$ cat src/rtl/touch_zone_button_debouncer_assert.svh
// Assertion macros shared by the touch zone debouncer RTL.
// Define NO_ASSERTIONS to compile the checks out.
`ifndef TOUCH_ZONE_BUTTON_DEBOUNCER_ASSERT_SVH
`define TOUCH_ZONE_BUTTON_DEBOUNCER_ASSERT_SVH

`ifndef NO_ASSERTIONS

// Same-cycle implication: when ante holds, cons must hold on that edge.
`define TZB_ASSERT_IMP(label, clk, rst, ante, cons, msg) \
  label: assert property (@(posedge clk) disable iff (rst) (ante) |-> (cons)) \
    else $error(msg);

// Next-cycle implication: when ante holds, cons must hold on the following edge.
`define TZB_ASSERT_NXT(label, clk, rst, ante, cons, msg) \
  label: assert property (@(posedge clk) disable iff (rst) (ante) |=> (cons)) \
    else $error(msg);

`else

`define TZB_ASSERT_IMP(label, clk, rst, ante, cons, msg)
`define TZB_ASSERT_NXT(label, clk, rst, ante, cons, msg)

`endif

`endif

$ cat src/rtl/tzb_pkg.sv
`timescale 1ns / 1ps
`default_nettype none

package tzb_pkg;

  localparam int unsigned SCREEN_WIDTH_DEF  = 320;
  localparam int unsigned SCREEN_HEIGHT_DEF = 240;
  localparam int unsigned BAR_HEIGHT_DEF    = 50;

  localparam int unsigned RAW_W      = 12;
  localparam int unsigned COORD_W    = 12;
  localparam int unsigned PROD_W     = 2 * COORD_W;
  localparam int unsigned DIV_STEPS  = PROD_W;
  localparam int unsigned TIME_W     = 32;
  localparam int unsigned SETTLE_W   = 16;
  localparam int unsigned CODE_W     = 3;
  localparam int unsigned SX_W       = 9;
  localparam int unsigned SY_W       = 8;
  localparam int unsigned CFG_IDX_W  = 3;
  localparam int unsigned CFG_DATA_W = 16;

  localparam logic [CFG_IDX_W-1:0] REG_CAL_X_LOW      = 3'd0;
  localparam logic [CFG_IDX_W-1:0] REG_CAL_X_HIGH     = 3'd1;
  localparam logic [CFG_IDX_W-1:0] REG_CAL_Y_LOW      = 3'd2;
  localparam logic [CFG_IDX_W-1:0] REG_CAL_Y_HIGH     = 3'd3;
  localparam logic [CFG_IDX_W-1:0] REG_PRESSURE_FLOOR = 3'd4;
  localparam logic [CFG_IDX_W-1:0] REG_SETTLE_MS      = 3'd5;

  localparam logic [RAW_W-1:0]    CAL_LOW_RST  = 12'd200;
  localparam logic [RAW_W-1:0]    CAL_HIGH_RST = 12'd3800;
  localparam logic [RAW_W-1:0]    FLOOR_RST    = 12'd50;
  localparam logic [SETTLE_W-1:0] SETTLE_RST   = 16'd60;

  localparam logic [CODE_W-1:0] BTN_NONE       = 3'd0;
  localparam logic [CODE_W-1:0] BTN_LEFT       = 3'd1;
  localparam logic [CODE_W-1:0] BTN_OK         = 3'd2;
  localparam logic [CODE_W-1:0] BTN_RIGHT      = 3'd3;
  localparam logic [CODE_W-1:0] BTN_LEFT_RIGHT = 3'd4;

  typedef enum logic [2:0] {
    ST_IDLE,
    ST_SETUP,
    ST_MUL,
    ST_DIV,
    ST_STORE,
    ST_FINISH
  } state_t;

endpackage

`default_nettype wire

$ cat src/rtl/tzb_sample_if.sv
`timescale 1ns / 1ps
`default_nettype none

interface tzb_sample_if;
  logic                       valid;
  logic                       ready;
  logic                       panel_touched;
  logic [tzb_pkg::RAW_W-1:0]  raw_x;
  logic [tzb_pkg::RAW_W-1:0]  raw_y;
  logic [tzb_pkg::RAW_W-1:0]  raw_pressure;
  logic [tzb_pkg::TIME_W-1:0] now_ms;

  modport source (output valid, panel_touched, raw_x, raw_y, raw_pressure, now_ms,
                  input ready);
  modport sink (input valid, panel_touched, raw_x, raw_y, raw_pressure, now_ms,
                output ready);
endinterface

`default_nettype wire

$ cat src/rtl/tzb_result_if.sv
`timescale 1ns / 1ps
`default_nettype none

interface tzb_result_if;
  logic                       valid;
  logic                       ready;
  logic                       press_fired;
  logic [tzb_pkg::CODE_W-1:0] pressed_button;
  logic [tzb_pkg::CODE_W-1:0] held_button;
  logic [tzb_pkg::SX_W-1:0]   screen_x;
  logic [tzb_pkg::SY_W-1:0]   screen_y;
  logic                       has_position;
  logic                       finger_down;

  modport source (output valid, press_fired, pressed_button, held_button, screen_x,
                  screen_y, has_position, finger_down, input ready);
  modport sink (input valid, press_fired, pressed_button, held_button, screen_x,
                screen_y, has_position, finger_down, output ready);
endinterface

`default_nettype wire

$ cat src/rtl/tzb_cfg_if.sv
`timescale 1ns / 1ps
`default_nettype none

interface tzb_cfg_if;
  logic                           valid;
  logic                           ready;
  logic [tzb_pkg::CFG_IDX_W-1:0]  index;
  logic [tzb_pkg::CFG_DATA_W-1:0] data;

  modport source (output valid, index, data, input ready);
  modport sink (input valid, index, data, output ready);
endinterface

`default_nettype wire

$ cat src/rtl/touch_zone_button_debouncer.sv
// Channel  Role  Payload
// -------  ----  ------------------------------------------------------------
// sample   sink  panel_touched, raw_x, raw_y, raw_pressure, now_ms
// result   src   press_fired, pressed_button, held_button, screen_x, screen_y,
//                has_position, finger_down
// cfg      sink  index (3 bits), data (16 bits); always ready
//
// A touched sample with valid pressure goes through setup, multiply, divide and store
// for the x axis and then for the y axis: one restoring divider, one quotient bit per
// cycle, is shared by the two axes in turn. Other samples go straight to the last
// step. The next sample is accepted in the cycle after the beat is written; while
// the result register still holds an untaken beat, the block waits in its last step.
// Reset is synchronous and clears the control, debounce and configuration state.
`timescale 1ns / 1ps
`default_nettype none

`include "touch_zone_button_debouncer_assert.svh"

module touch_zone_button_debouncer #(
  parameter int unsigned SCREEN_WIDTH  = tzb_pkg::SCREEN_WIDTH_DEF,
  parameter int unsigned SCREEN_HEIGHT = tzb_pkg::SCREEN_HEIGHT_DEF,
  parameter int unsigned BAR_HEIGHT    = tzb_pkg::BAR_HEIGHT_DEF
) (
  input  logic          clk,
  input  logic          rst,
  tzb_sample_if.sink    sample,
  tzb_result_if.source  result,
  tzb_cfg_if.sink       cfg
);

  localparam int unsigned CW    = tzb_pkg::COORD_W;
  localparam int unsigned PW    = tzb_pkg::PROD_W;
  localparam int unsigned RW    = tzb_pkg::RAW_W;
  localparam int unsigned TW    = tzb_pkg::TIME_W;
  localparam int unsigned CNT_W = $clog2(tzb_pkg::DIV_STEPS);

  localparam logic [CW-1:0] TOP_X = CW'(SCREEN_WIDTH - 1);
  localparam logic [CW-1:0] TOP_Y = CW'(SCREEN_HEIGHT - 1);
  localparam int            BAR_TOP = int'(SCREEN_HEIGHT) - int'(BAR_HEIGHT);
  localparam bit            BAR_ALL = (BAR_TOP <= 0);
  localparam logic [CW-1:0] BAR_TOP_U = CW'((BAR_TOP > 0) ? BAR_TOP : 0);
  localparam logic [CW-1:0] ZONE_1 = CW'(SCREEN_WIDTH / 4);
  localparam logic [CW-1:0] ZONE_2 = CW'(2 * (SCREEN_WIDTH / 4));
  localparam logic [CW-1:0] ZONE_3 = CW'(3 * (SCREEN_WIDTH / 4));
  localparam logic [CNT_W-1:0] CNT_LAST = CNT_W'(tzb_pkg::DIV_STEPS - 1);

  // Configuration registers.
  logic [RW-1:0]                cal_x_low;
  logic [RW-1:0]                cal_x_high;
  logic [RW-1:0]                cal_y_low;
  logic [RW-1:0]                cal_y_high;
  logic [RW-1:0]                pressure_floor;
  logic [tzb_pkg::SETTLE_W-1:0] settle_ms;

  // Latched sample.
  logic          s_touched;
  logic          s_press_ok;
  logic [RW-1:0] s_raw_x;
  logic [RW-1:0] s_raw_y;
  logic [TW-1:0] s_now;

  // Shared scaling unit.
  tzb_pkg::state_t state;
  tzb_pkg::state_t state_next;
  logic             axis;
  logic [CW-1:0]    mag_num;
  logic [CW-1:0]    mag_den;
  logic             zero_res;
  logic [PW-1:0]    quo;
  logic [CW-1:0]    rem;
  logic [CNT_W-1:0] cnt;
  logic [CW-1:0]    res_x;
  logic [CW-1:0]    res_y;

  // Debounce and position state.
  logic [tzb_pkg::CODE_W-1:0] recent_code;
  logic [TW-1:0]              change_time;
  logic [tzb_pkg::CODE_W-1:0] stable_code;
  logic                       already_fired;
  logic [tzb_pkg::SX_W-1:0]   saved_x;
  logic [tzb_pkg::SY_W-1:0]   saved_y;
  logic                       position_known;

  logic sample_ready;
  logic fin_go;

  assign cfg.ready = 1'b1;
  assign sample.ready = sample_ready;

  always_ff @(posedge clk) begin
    if (rst) begin
      cal_x_low      <= tzb_pkg::CAL_LOW_RST;
      cal_x_high     <= tzb_pkg::CAL_HIGH_RST;
      cal_y_low      <= tzb_pkg::CAL_LOW_RST;
      cal_y_high     <= tzb_pkg::CAL_HIGH_RST;
      pressure_floor <= tzb_pkg::FLOOR_RST;
      settle_ms      <= tzb_pkg::SETTLE_RST;
    end else if (cfg.valid) begin
      case (cfg.index)
        tzb_pkg::REG_CAL_X_LOW:      cal_x_low      <= cfg.data[RW-1:0];
        tzb_pkg::REG_CAL_X_HIGH:     cal_x_high     <= cfg.data[RW-1:0];
        tzb_pkg::REG_CAL_Y_LOW:      cal_y_low      <= cfg.data[RW-1:0];
        tzb_pkg::REG_CAL_Y_HIGH:     cal_y_high     <= cfg.data[RW-1:0];
        tzb_pkg::REG_PRESSURE_FLOOR: pressure_floor <= cfg.data[RW-1:0];
        tzb_pkg::REG_SETTLE_MS:      settle_ms      <= cfg.data;
        default: ;
      endcase
    end
  end

  // Next state.
  always_comb begin
    state_next = state;
    case (state)
      tzb_pkg::ST_IDLE: begin
        if (sample.valid) begin
          if (sample.panel_touched && (sample.raw_pressure >= pressure_floor)) begin
            state_next = tzb_pkg::ST_SETUP;
          end else begin
            state_next = tzb_pkg::ST_FINISH;
          end
        end
      end
      tzb_pkg::ST_SETUP: state_next = tzb_pkg::ST_MUL;
      tzb_pkg::ST_MUL:   state_next = tzb_pkg::ST_DIV;
      tzb_pkg::ST_DIV: begin
        if (cnt == CNT_LAST) begin
          state_next = tzb_pkg::ST_STORE;
        end
      end
      tzb_pkg::ST_STORE: begin
        state_next = axis ? tzb_pkg::ST_FINISH : tzb_pkg::ST_SETUP;
      end
      tzb_pkg::ST_FINISH: begin
        if (!result.valid || result.ready) begin
          state_next = tzb_pkg::ST_IDLE;
        end
      end
      default: state_next = tzb_pkg::ST_IDLE;
    endcase
  end

  // Control outputs.
  always_comb begin
    sample_ready = 1'b0;
    fin_go       = 1'b0;
    case (state)
      tzb_pkg::ST_IDLE:   sample_ready = 1'b1;
      tzb_pkg::ST_FINISH: fin_go = !result.valid || result.ready;
      default: ;
    endcase
  end

  always_ff @(posedge clk) begin
    if (rst) begin
      state <= tzb_pkg::ST_IDLE;
    end else begin
      state <= state_next;
    end
  end

  // Axis operands for the shared unit.
  logic [RW-1:0] op_raw;
  logic [RW-1:0] op_lo;
  logic [RW-1:0] op_hi;
  logic [CW:0]   op_num;
  logic [CW:0]   op_den;
  logic [CW:0]   num_abs;
  logic [CW:0]   den_abs;
  logic [CW-1:0] top_sel;
  logic [CW:0]   rem_sh;
  logic          rem_ge;
  logic [CW:0]   rem_sub;
  logic [CW-1:0] clamp_val;

  always_comb begin
    op_raw    = axis ? s_raw_y : s_raw_x;
    op_lo     = axis ? cal_y_low : cal_x_low;
    op_hi     = axis ? cal_y_high : cal_x_high;
    top_sel   = axis ? TOP_Y : TOP_X;
    op_num    = {1'b0, op_raw} - {1'b0, op_lo};
    op_den    = {1'b0, op_hi} - {1'b0, op_lo};
    num_abs   = op_num[CW] ? (~op_num + 1'b1) : op_num;
    den_abs   = op_den[CW] ? (~op_den + 1'b1) : op_den;
    rem_sh    = {rem, quo[PW-1]};
    rem_ge    = rem_sh >= {1'b0, mag_den};
    rem_sub   = rem_sh - {1'b0, mag_den};
    if (zero_res) begin
      clamp_val = '0;
    end else if (quo > {{(PW-CW){1'b0}}, top_sel}) begin
      clamp_val = top_sel;
    end else begin
      clamp_val = quo[CW-1:0];
    end
  end

  always_ff @(posedge clk) begin
    case (state)
      tzb_pkg::ST_IDLE: begin
        if (sample.valid) begin
          s_touched  <= sample.panel_touched;
          s_press_ok <= sample.raw_pressure >= pressure_floor;
          s_raw_x    <= sample.raw_x;
          s_raw_y    <= sample.raw_y;
          s_now      <= sample.now_ms;
          axis       <= 1'b0;
        end
      end
      tzb_pkg::ST_SETUP: begin
        mag_num  <= num_abs[CW-1:0];
        mag_den  <= den_abs[CW-1:0];
        zero_res <= (op_den == '0) || (op_num == '0) || (op_num[CW] != op_den[CW]);
      end
      tzb_pkg::ST_MUL: begin
        quo <= {{(PW-CW){1'b0}}, mag_num} * {{(PW-CW){1'b0}}, top_sel};
        rem <= '0;
        cnt <= '0;
      end
      tzb_pkg::ST_DIV: begin
        rem <= rem_ge ? rem_sub[CW-1:0] : rem_sh[CW-1:0];
        quo <= {quo[PW-2:0], rem_ge};
        cnt <= cnt + 1'b1;
      end
      tzb_pkg::ST_STORE: begin
        if (axis) begin
          res_y <= clamp_val;
        end else begin
          res_x <= clamp_val;
          axis  <= 1'b1;
        end
      end
      default: ;
    endcase
  end

  // Debounce update, applied when the result beat is written.
  logic                       touch_ok;
  logic                       in_bar;
  logic [tzb_pkg::CODE_W-1:0] zone;
  logic [tzb_pkg::CODE_W-1:0] code;
  logic [tzb_pkg::CODE_W-1:0] rc_new;
  logic [TW-1:0]              ct_new;
  logic                       af_mid;
  logic [TW-1:0]              elapsed;
  logic [tzb_pkg::CODE_W-1:0] st_mid;
  logic [tzb_pkg::CODE_W-1:0] st_new;
  logic                       af_new;
  logic                       fire;
  logic [tzb_pkg::CODE_W-1:0] fired_code;

  always_comb begin
    touch_ok = s_touched && s_press_ok;
    in_bar   = BAR_ALL || (res_y >= BAR_TOP_U);
    if (!in_bar) begin
      zone = tzb_pkg::BTN_NONE;
    end else if (res_x < ZONE_1) begin
      zone = tzb_pkg::BTN_LEFT;
    end else if (res_x < ZONE_2) begin
      zone = tzb_pkg::BTN_OK;
    end else if (res_x < ZONE_3) begin
      zone = tzb_pkg::BTN_RIGHT;
    end else begin
      zone = tzb_pkg::BTN_LEFT_RIGHT;
    end
    code = touch_ok ? zone : tzb_pkg::BTN_NONE;

    if (code != recent_code) begin
      rc_new = code;
      ct_new = s_now;
      af_mid = 1'b0;
    end else begin
      rc_new = recent_code;
      ct_new = change_time;
      af_mid = already_fired;
    end
    elapsed = s_now - ct_new;
    st_mid  = (elapsed > {{(TW-tzb_pkg::SETTLE_W){1'b0}}, settle_ms}) ? rc_new : stable_code;

    fire       = 1'b0;
    fired_code = tzb_pkg::BTN_NONE;
    st_new     = st_mid;
    af_new     = af_mid;
    if ((st_mid != tzb_pkg::BTN_NONE) && !af_mid) begin
      fire       = 1'b1;
      fired_code = st_mid;
      af_new     = 1'b1;
    end else if (rc_new == tzb_pkg::BTN_NONE) begin
      af_new = 1'b0;
      st_new = tzb_pkg::BTN_NONE;
    end
  end

  always_ff @(posedge clk) begin
    if (rst) begin
      recent_code    <= tzb_pkg::BTN_NONE;
      change_time    <= '0;
      stable_code    <= tzb_pkg::BTN_NONE;
      already_fired  <= 1'b0;
      saved_x        <= '0;
      saved_y        <= '0;
      position_known <= 1'b0;
    end else if (fin_go) begin
      recent_code   <= rc_new;
      change_time   <= ct_new;
      stable_code   <= st_new;
      already_fired <= af_new;
      if (touch_ok) begin
        saved_x        <= res_x[tzb_pkg::SX_W-1:0];
        saved_y        <= res_y[tzb_pkg::SY_W-1:0];
        position_known <= 1'b1;
      end
    end
  end

  // Result register.
  always_ff @(posedge clk) begin
    if (rst) begin
      result.valid <= 1'b0;
    end else if (fin_go) begin
      result.valid <= 1'b1;
    end else if (result.ready) begin
      result.valid <= 1'b0;
    end
  end

  always_ff @(posedge clk) begin
    if (fin_go) begin
      result.press_fired    <= fire;
      result.pressed_button <= fired_code;
      result.held_button    <= rc_new;
      result.screen_x       <= touch_ok ? res_x[tzb_pkg::SX_W-1:0] : saved_x;
      result.screen_y       <= touch_ok ? res_y[tzb_pkg::SY_W-1:0] : saved_y;
      result.has_position   <= touch_ok || position_known;
      result.finger_down    <= s_touched;
    end
  end

  `TZB_ASSERT_NXT(a_busy_after_accept, clk, rst, sample.valid && sample_ready,
    !sample_ready, "sample accepted while busy")
  `TZB_ASSERT_IMP(a_fire_has_code, clk, rst, result.valid,
    result.press_fired == (result.pressed_button != tzb_pkg::BTN_NONE),
    "press flag and code disagree")
  `TZB_ASSERT_NXT(a_taken_drops, clk, rst, result.valid && result.ready && !fin_go,
    !result.valid, "result beat repeated")
  `TZB_ASSERT_IMP(a_div_count, clk, rst, state == tzb_pkg::ST_DIV, cnt <= CNT_LAST,
    "divider step count overrun")
  `TZB_ASSERT_NXT(a_store_clamped, clk, rst, state == tzb_pkg::ST_STORE && axis,
    res_y <= TOP_Y, "scaled row beyond screen")

endmodule

`default_nettype wire

$ cat src/flat_wrapper.sv
// flat-port wrapper written by rule: the top's interface ports become plain ports
module touch_zone_button_debouncer_flat 
#(
  parameter int unsigned SCREEN_WIDTH  = tzb_pkg::SCREEN_WIDTH_DEF,
  parameter int unsigned SCREEN_HEIGHT = tzb_pkg::SCREEN_HEIGHT_DEF,
  parameter int unsigned BAR_HEIGHT    = tzb_pkg::BAR_HEIGHT_DEF
)
  (clk, rst, sample_valid, sample_panel_touched, sample_raw_x, sample_raw_y, sample_raw_pressure, sample_now_ms, sample_ready, result_valid, result_press_fired, result_pressed_button, result_held_button, result_screen_x, result_screen_y, result_has_position, result_finger_down, result_ready, cfg_valid, cfg_index, cfg_data, cfg_ready);
  tzb_sample_if sample_i ();
  tzb_result_if result_i ();
  tzb_cfg_if cfg_i ();
  input  logic clk;
  input  logic rst;
  input wire logic [$bits(sample_i.valid)-1:0] sample_valid;
  input wire logic [$bits(sample_i.panel_touched)-1:0] sample_panel_touched;
  input wire logic [$bits(sample_i.raw_x)-1:0] sample_raw_x;
  input wire logic [$bits(sample_i.raw_y)-1:0] sample_raw_y;
  input wire logic [$bits(sample_i.raw_pressure)-1:0] sample_raw_pressure;
  input wire logic [$bits(sample_i.now_ms)-1:0] sample_now_ms;
  output wire logic [$bits(sample_i.ready)-1:0] sample_ready;
  output wire logic [$bits(result_i.valid)-1:0] result_valid;
  output wire logic [$bits(result_i.press_fired)-1:0] result_press_fired;
  output wire logic [$bits(result_i.pressed_button)-1:0] result_pressed_button;
  output wire logic [$bits(result_i.held_button)-1:0] result_held_button;
  output wire logic [$bits(result_i.screen_x)-1:0] result_screen_x;
  output wire logic [$bits(result_i.screen_y)-1:0] result_screen_y;
  output wire logic [$bits(result_i.has_position)-1:0] result_has_position;
  output wire logic [$bits(result_i.finger_down)-1:0] result_finger_down;
  input wire logic [$bits(result_i.ready)-1:0] result_ready;
  input wire logic [$bits(cfg_i.valid)-1:0] cfg_valid;
  input wire logic [$bits(cfg_i.index)-1:0] cfg_index;
  input wire logic [$bits(cfg_i.data)-1:0] cfg_data;
  output wire logic [$bits(cfg_i.ready)-1:0] cfg_ready;
  assign sample_i.valid = sample_valid;
  assign sample_i.panel_touched = sample_panel_touched;
  assign sample_i.raw_x = sample_raw_x;
  assign sample_i.raw_y = sample_raw_y;
  assign sample_i.raw_pressure = sample_raw_pressure;
  assign sample_i.now_ms = sample_now_ms;
  assign sample_ready = sample_i.ready;
  assign result_valid = result_i.valid;
  assign result_press_fired = result_i.press_fired;
  assign result_pressed_button = result_i.pressed_button;
  assign result_held_button = result_i.held_button;
  assign result_screen_x = result_i.screen_x;
  assign result_screen_y = result_i.screen_y;
  assign result_has_position = result_i.has_position;
  assign result_finger_down = result_i.finger_down;
  assign result_i.ready = result_ready;
  assign cfg_i.valid = cfg_valid;
  assign cfg_i.index = cfg_index;
  assign cfg_i.data = cfg_data;
  assign cfg_ready = cfg_i.ready;
  touch_zone_button_debouncer #(.SCREEN_WIDTH(SCREEN_WIDTH), .SCREEN_HEIGHT(SCREEN_HEIGHT), .BAR_HEIGHT(BAR_HEIGHT)) u_core (.clk(clk), .rst(rst), .sample(sample_i), .result(result_i), .cfg(cfg_i));
endmodule
$ cat config.mk
export PLATFORM = sky130hd
export DESIGN_NAME = touch_zone_button_debouncer_flat
export DESIGN_NICKNAME = d
export VERILOG_FILES = /design/src/rtl/tzb_pkg.sv /design/src/rtl/tzb_sample_if.sv /design/src/rtl/tzb_result_if.sv /design/src/rtl/tzb_cfg_if.sv /design/src/rtl/touch_zone_button_debouncer.sv /design/src/flat_wrapper.sv
export VERILOG_INCLUDE_DIRS = /design/src /design/src/rtl
export SDC_FILE = /design/constraint.sdc
export NUM_CORES = 1
export LEC_CHECK = 0
export CAP_MARGIN = 20
export CORE_MARGIN = 4
export CORE_UTILIZATION = 70
export CTS_BUF_LIST = sky130_fd_sc_hd__clkbuf_2 sky130_fd_sc_hd__clkbuf_4 sky130_fd_sc_hd__clkbuf_8
export DETAILED_ROUTE_END_ITERATION = 12
export DONT_BUFFER_PORTS = 1
export PLACE_DENSITY = 0.87
export SYNTH_ARGS = -nofsm -noshare
export SYNTH_HDL_FRONTEND = slang
export SYNTH_SLANG_ARGS = --single-unit
export TNS_END_PERCENT = 30
$ cat constraint.sdc
create_clock -name clk -period 22.1 [get_ports clk]
set_clock_uncertainty 0.05 [all_clocks]
set_input_delay 1.105 -clock clk [delete_from_list [all_inputs] [get_ports clk]]
set_output_delay 1.105 -clock clk [all_outputs]
set_load 0.005 [all_outputs]
==> reports/summary.txt, run 1 <==
post-synthesis mux area share -> 0.05140
TritonCTS Buffers -> 51
I/O Pins -> 122
CP Class -> register to register
post-synthesis cell type count -> 86
Clock Sinks -> 312
clock buffer depth -> 3
critical path's top delay family -> simple AND/OR/NAND/NOR gates
Max Cap Viol -> 0
IO Port Bufs -> 0
Synth Area in XOR/XNOR -> 0.03267
via count -> 14960
H-tree depth -> 2
gr ovfl total -> 0
dominant cell type by area after synthesis -> edfxtp_1
simple-gate portion of the synthesized area -> 0.1619
final setup violation count -> 0
Fin. Hold Viols -> 0
Vias/cell -> 6.153
post-route ant nets -> 0
GRT Total Usage -> 0.2883
fin nets -> 2327
worst path buffer plus inverter count -> 0
share of layout cells above drive strength 1 -> 0.08601
RR Startpoint -> u_core.s_touched
CTS resizes -> 0
Synth Register Bits -> 312
Synth Flop Type -> edfxtp_1
die height -> 175.2 um
Post-synth EDFFs -> 175
largest family of logic cells by synthesized area -> adder cells
initial DRC count -> 1286
top cells by count, synth -> nand2_1, edfxtp_1, a21oi_1, ha_1, inv_1
Slew HR -> 0.2540
most frequent cell after synthesis -> nand2_1
CP arrival -> 8.66 ns
Avg Cell Area, Syn -> 9.641 sq um
warning count from the yosys run -> 0
area share of the largest cell type after synthesis -> 0.2685
clock slew at reported path FFs -> 0.07 ns
post-CTS setup buffer count -> 0
RSZ-0062 raised after global routing -> false
Post-CTS Hold Fix Bufs -> 0
DP Area -> 19800 sq um
leading post-synthesis cells by cell area -> edfxtp_1, dfxtp_1, ha_1, fa_1, nand2_1
layout filler cell count -> 1728
Final Max Slew Viols -> 0
Layout Utilization -> 0.7725
Rows -> 60
first-pass GRT wire length -> 73330 um
dpl hpwl -> 31850 um
Worst EP required -> 22.55 ns
sequential share of the synthesized area -> 0.4086
initial antenna violation count -> 3
Adder-Cell Fraction of Synth Area -> 0.1660
post-synthesis cell area -> 19570 sq um
Synth Area in Compound Gates -> 0.1336
Die X -> 175.2 um
setup TNS -> 0 ns
RD Place Congestion -> 0.8770
slowest stage cell, crit path -> a2111oi_0
WL per Instance -> 18.39 um
hold path startpoint -> u_core.settle_ms[1]
register area -> 7998 sq um
critical path fanouts, max -> 35
Worst setup EP type -> register
Multi-input gate area -> 10720 sq um
Critical Path Start -> u_core.s_touched
final worst-path cycle share -> 0.3717
non-filler cells in the finished layout -> 2431
Gate Count Post-Synth -> 2030
HP Class -> register to register
status -> complete, no violations
clk root buf -> clkbuf_8
TritonCTS clock tree -> built
worst slew pin tran -> 1.109 ns
share of flip-flops with an asynchronous set or reset -> 0
clock latency on the worst-skew pair -> 0.58 ns
die area -> 30700 sq um
post-route minimum period -> 8.215 ns
final wirelength -> 44700 um
area grow syn2layout -> 7.563%
core box area -> 27250 sq um
pin count of the biggest net entering global routing -> 138
Cell Count Post-Placement -> 2333
final instance area -> 21050 sq um
initial core utilization -> 0.7182
Worst path max stage delay -> 0.71 ns
Initial DRT Pass Iterations -> 5
Fmax -> 121.7 MHz
Setup crit start kind -> register
Residual DRC -> 0
vias in the first global route -> 14970
## flip-flops by register name, indices dropped and copies added (netlist names), 5 cells and up
register,cells
u_core.cal_x_high,12
u_core.cal_x_low,12
u_core.cal_y_high,12
u_core.cal_y_low,12
u_core.change_time,32
u_core.cnt,5
u_core.mag_den,12
u_core.mag_num,12
u_core.pressure_floor,12
u_core.quo,24
u_core.rem,12
u_core.res_x,12
u_core.res_y,12
u_core.result.screen_x,9
u_core.result.screen_y,8
u_core.s_now,32
u_core.s_raw_x,12
u_core.s_raw_y,12
u_core.saved_x,9
u_core.saved_y,8
u_core.settle_ms,16
## area by class of cell
cell class              count  share of cell area
diodes                      1           0.0001189
clock buffers              82             0.04975
clock inverters            14            0.008499
inverters                 149             0.02657
multi-input cells        1492              0.5092
flip-flops and latches    312              0.3799
well taps                 372             0.02211
repair buffers              9            0.003804
## cell families after synthesis
family                   count (synthesis)
AO/OA/AOI/OAI                          419
XOR/XNOR                                73
adder cells (fa/ha/maj)                221
buffers and inverters                  231
flip-flops                             312
multiplexers                            95
other                                    2
AND/OR/NAND/NOR                        677
## worst reg2reg max path, delay by kind of cell, from the launching register on
kind / cells / cell delay (ns)
compound gates: 11 / 2.61
xor+xnor: 1 / 0.13
fa+ha+maj: 2 / 0.64
flops: 1 / 0.41
mux: 2 / 0.63
simple gates: 15 / 3.66
## layout by cell type (no fill, tap or decap), types with 6 or more instances in the layout
cell      netlist  final
buf_4           1      8
edfxtp_1      175    175
mux2_2         40     40
o21ai_0        88     88
o211ai_1        6      6
conb_1          2      7
a21oi_1       171    171
nor4_1         10     10
a31oi_1         6      6
dfxtp_1       137    137
nand2b_1       26     26
xnor2_1        55     55
o31ai_1        10     10
o21bai_1        9      9
mux2i_1        54     54
nand3b_1       31     31
o21a_1          7      7
nand4_1        10     10
fa_1           65     65
clkbuf_8        0     69
inv_1         148    147
a211oi_1       38     37
nand3_1        25     25
ha_1          154    154
a21boi_0       11     11
and3_1         14     14
and2_1         21     20
or2_2          13     13
clkbuf_4        0     13
nor2b_1        30     29
nor2_1        137    137
xor2_1         18     18
nand2_1       301    301
nor3_1         31     31
a21o_1         27     27
## final timing paths
path / endpoint / slack, ns / depth (start not counted)
setup reg to reg: u_core.already_fired / 13.89 / 31
hold reg to reg: u_core.settle_ms[1] / 0.40 / 2
hold / removal: u_core.settle_ms[1] / 0.40 / 2
setup / recovery: u_core.already_fired / 13.89 / 31
## per-layer routing
metal	global-route usage	vias to the layer above	share of wire
met4	0.08543	4	0.026
met1	0.3896	7157	0.43
li1	-	7090	-
met5	0	-	0.00060
met2	0.4775	604	0.47
met3	0.05495	104	0.074
## metrics by stage
stage,worst slack (ns),hold WS [ns]
detailed placement,13.99,0.3904
global route,13.23,0.4199
floorplan,14.61,0.3780
CTS,13.97,0.3987
global placement,14.44,0.3822
finish,13.89,0.4046
Power of run 1 is left out: the tool's default activity adds up to more than one toggle a clock period on the data nets, which glitch-free logic cannot reach.
==> run 2, diff against run 1 <==
- CORE_UTILIZATION: 70 -> 60
- PLACE_DENSITY: 0.87 -> 0.8
- clock period: 22.1 -> 6.7 ns (I/O delays scaled with it)
==> run 2 against run 1 <==
Against the previous run: the run now ends with negative setup slack left; core utilization shrank 6.3 points; via count grew 2.6%; cell area up 7.4%; routed wire length up 4.2%; die area grew 16%; sequential share of layout area down 2.6 points; register-to-register slack got worse by 14 ns; maximum frequency up 20%; critical path depth grew 3; critical path type unchanged.
==> reports/summary.txt, run 2 (synthesis gave the netlist of run 1 again) <==
vias in the first global route -> 15190
most common cell after layout, fill and taps aside -> nand2_1
pre-CTS setup slack -> -0.2807 ns
pin count of the biggest net entering global routing -> 137
post-route minimum period -> 6.847 ns
non-filler cells in the finished layout -> 2633
first-pass GRT wire length -> 76070 um
Clock Sinks -> 312
Slew HR -> 0.2546
Max Cap Viol -> 0
Die X -> 188.6 um
status -> finished, violations left
gr ovfl total -> 0
initial antenna violation count -> 4
critical path fanouts, max -> 4
CP Class -> register to register
core box area -> 31880 sq um
final setup violation count -> 8
worst slew pin tran -> 1.118 ns
failing checks -> negative setup slack
CP arrival -> 7.11 ns
clock latency on the worst-skew pair -> 0.59 ns
most frequent cells in the layout -> nand2_1, edfxtp_1, a21oi_1
worst hold slack -> 0.06095 ns
clk root buf -> clkbuf_8
post-route ant nets -> 0
setup TNS -> -0.6146 ns
TritonCTS clock tree -> built
Initial DRT Pass Iterations -> 8
via count -> 15350
die height -> 188.6 um
Fin. Hold Viols -> 0
final setup margin -> -0.1465 ns
Cell Count Post-Placement -> 2430
clock buffer depth -> 3
initial DRC count -> 1150
H-tree depth -> 2
fin nets -> 2466
RD Place Congestion -> 0.8972
HP Class -> primary input to register
Rows -> 65
Residual DRC -> 0
RSZ-0062 raised after global routing -> true
clock slew at reported path FFs -> 0.06 ns
Vias/cell -> 5.829
final wirelength -> 46600 um
die area -> 35570 sq um
final worst-path cycle share -> 1.022
TritonCTS Buffers -> 51
dpl hpwl -> 31920 um
GRT Total Usage -> 0.2573
IO Port Bufs -> 0
Fmax -> 146.1 MHz
I/O Pins -> 122
area grow syn2layout -> 15.57%
share of layout cells above drive strength 1 -> 0.1307
slowest stage cell, crit path -> or4_4
Worst EP required -> 6.97 ns
biggest regs -> u_core.change_time: 32 flops, u_core.s_now: 32 flops, u_core.quo: 24 flops
initial core utilization -> 0.6139
Worst path max stage delay -> 0.56 ns
WL per Instance -> 17.70 um
Worst setup EP type -> register
Setup crit start kind -> register
Final Max Slew Viols -> 0
run 2: through the flow:
| stage | util | area, sq um |
|---|---|---|
| after global routing | 0.7094 | 22620 |
| after detailed placement | 0.6326 | 20170 |
| after floorplan | - | 19620 |
| after global placement | 0.6321 | 20150 |
| final | 0.7095 | 22620 |
| after CTS | 0.7029 | 22410 |
run 2: final timing paths:
kind,start,to,slack (ns),cells past startpoint
worst min register to register,u_core.saved_x[1],u_core.saved_x[1],0.40,2
worst max register to register,u_core.res_y[10],u_core.result.pressed_button[1],-0.15,34
worst max-delay path,u_core.res_y[10],u_core.result.pressed_button[1],-0.15,34
worst min-delay path,result_ready,u_core.state[0],0.06,4
run 2: metal layers:
metal  global-route usage  part of all wire
met5                    0           0.00047
met3              0.05169             0.068
met2               0.4204              0.47
met4              0.07820             0.025
met1               0.3498              0.43
run 2: cell type report:
class	count	area, sq um
clock buffers	81	983.4
clock inverters	14	123.9
fillers	2301	9261
inverters	149	560.5
well taps	435	544.3
repair buffers	148	1380
multi-input cells	1492	11020
diodes	2	5.005
flip-flops and latches	312	7998
run 2: what timing repair did:
item | 4_1_cts | 5_1_grt
hold endpoints to repair | 194 | 0
resized for setup | 42 | 27
buffers inserted | 25 | 4
hold buffers | 77 | 0
endpoints found under the setup margin | 8 | 8
pin swaps | 32 | 13
run 2: critical path, delay by kind of cell (launching register included):
family | cells | cell delay [ns]
AO/OA/AOI/OAI | 10 | 1.68
XOR/XNOR | 1 | 0.15
adder cells (fa/ha/maj) | 2 | 0.57
buffers and inverters | 3 | 0.45
flip-flops | 1 | 0.37
multiplexers | 2 | 0.53
AND/OR/NAND/NOR | 16 | 2.76
Power of run 2 is left out for the same reason.
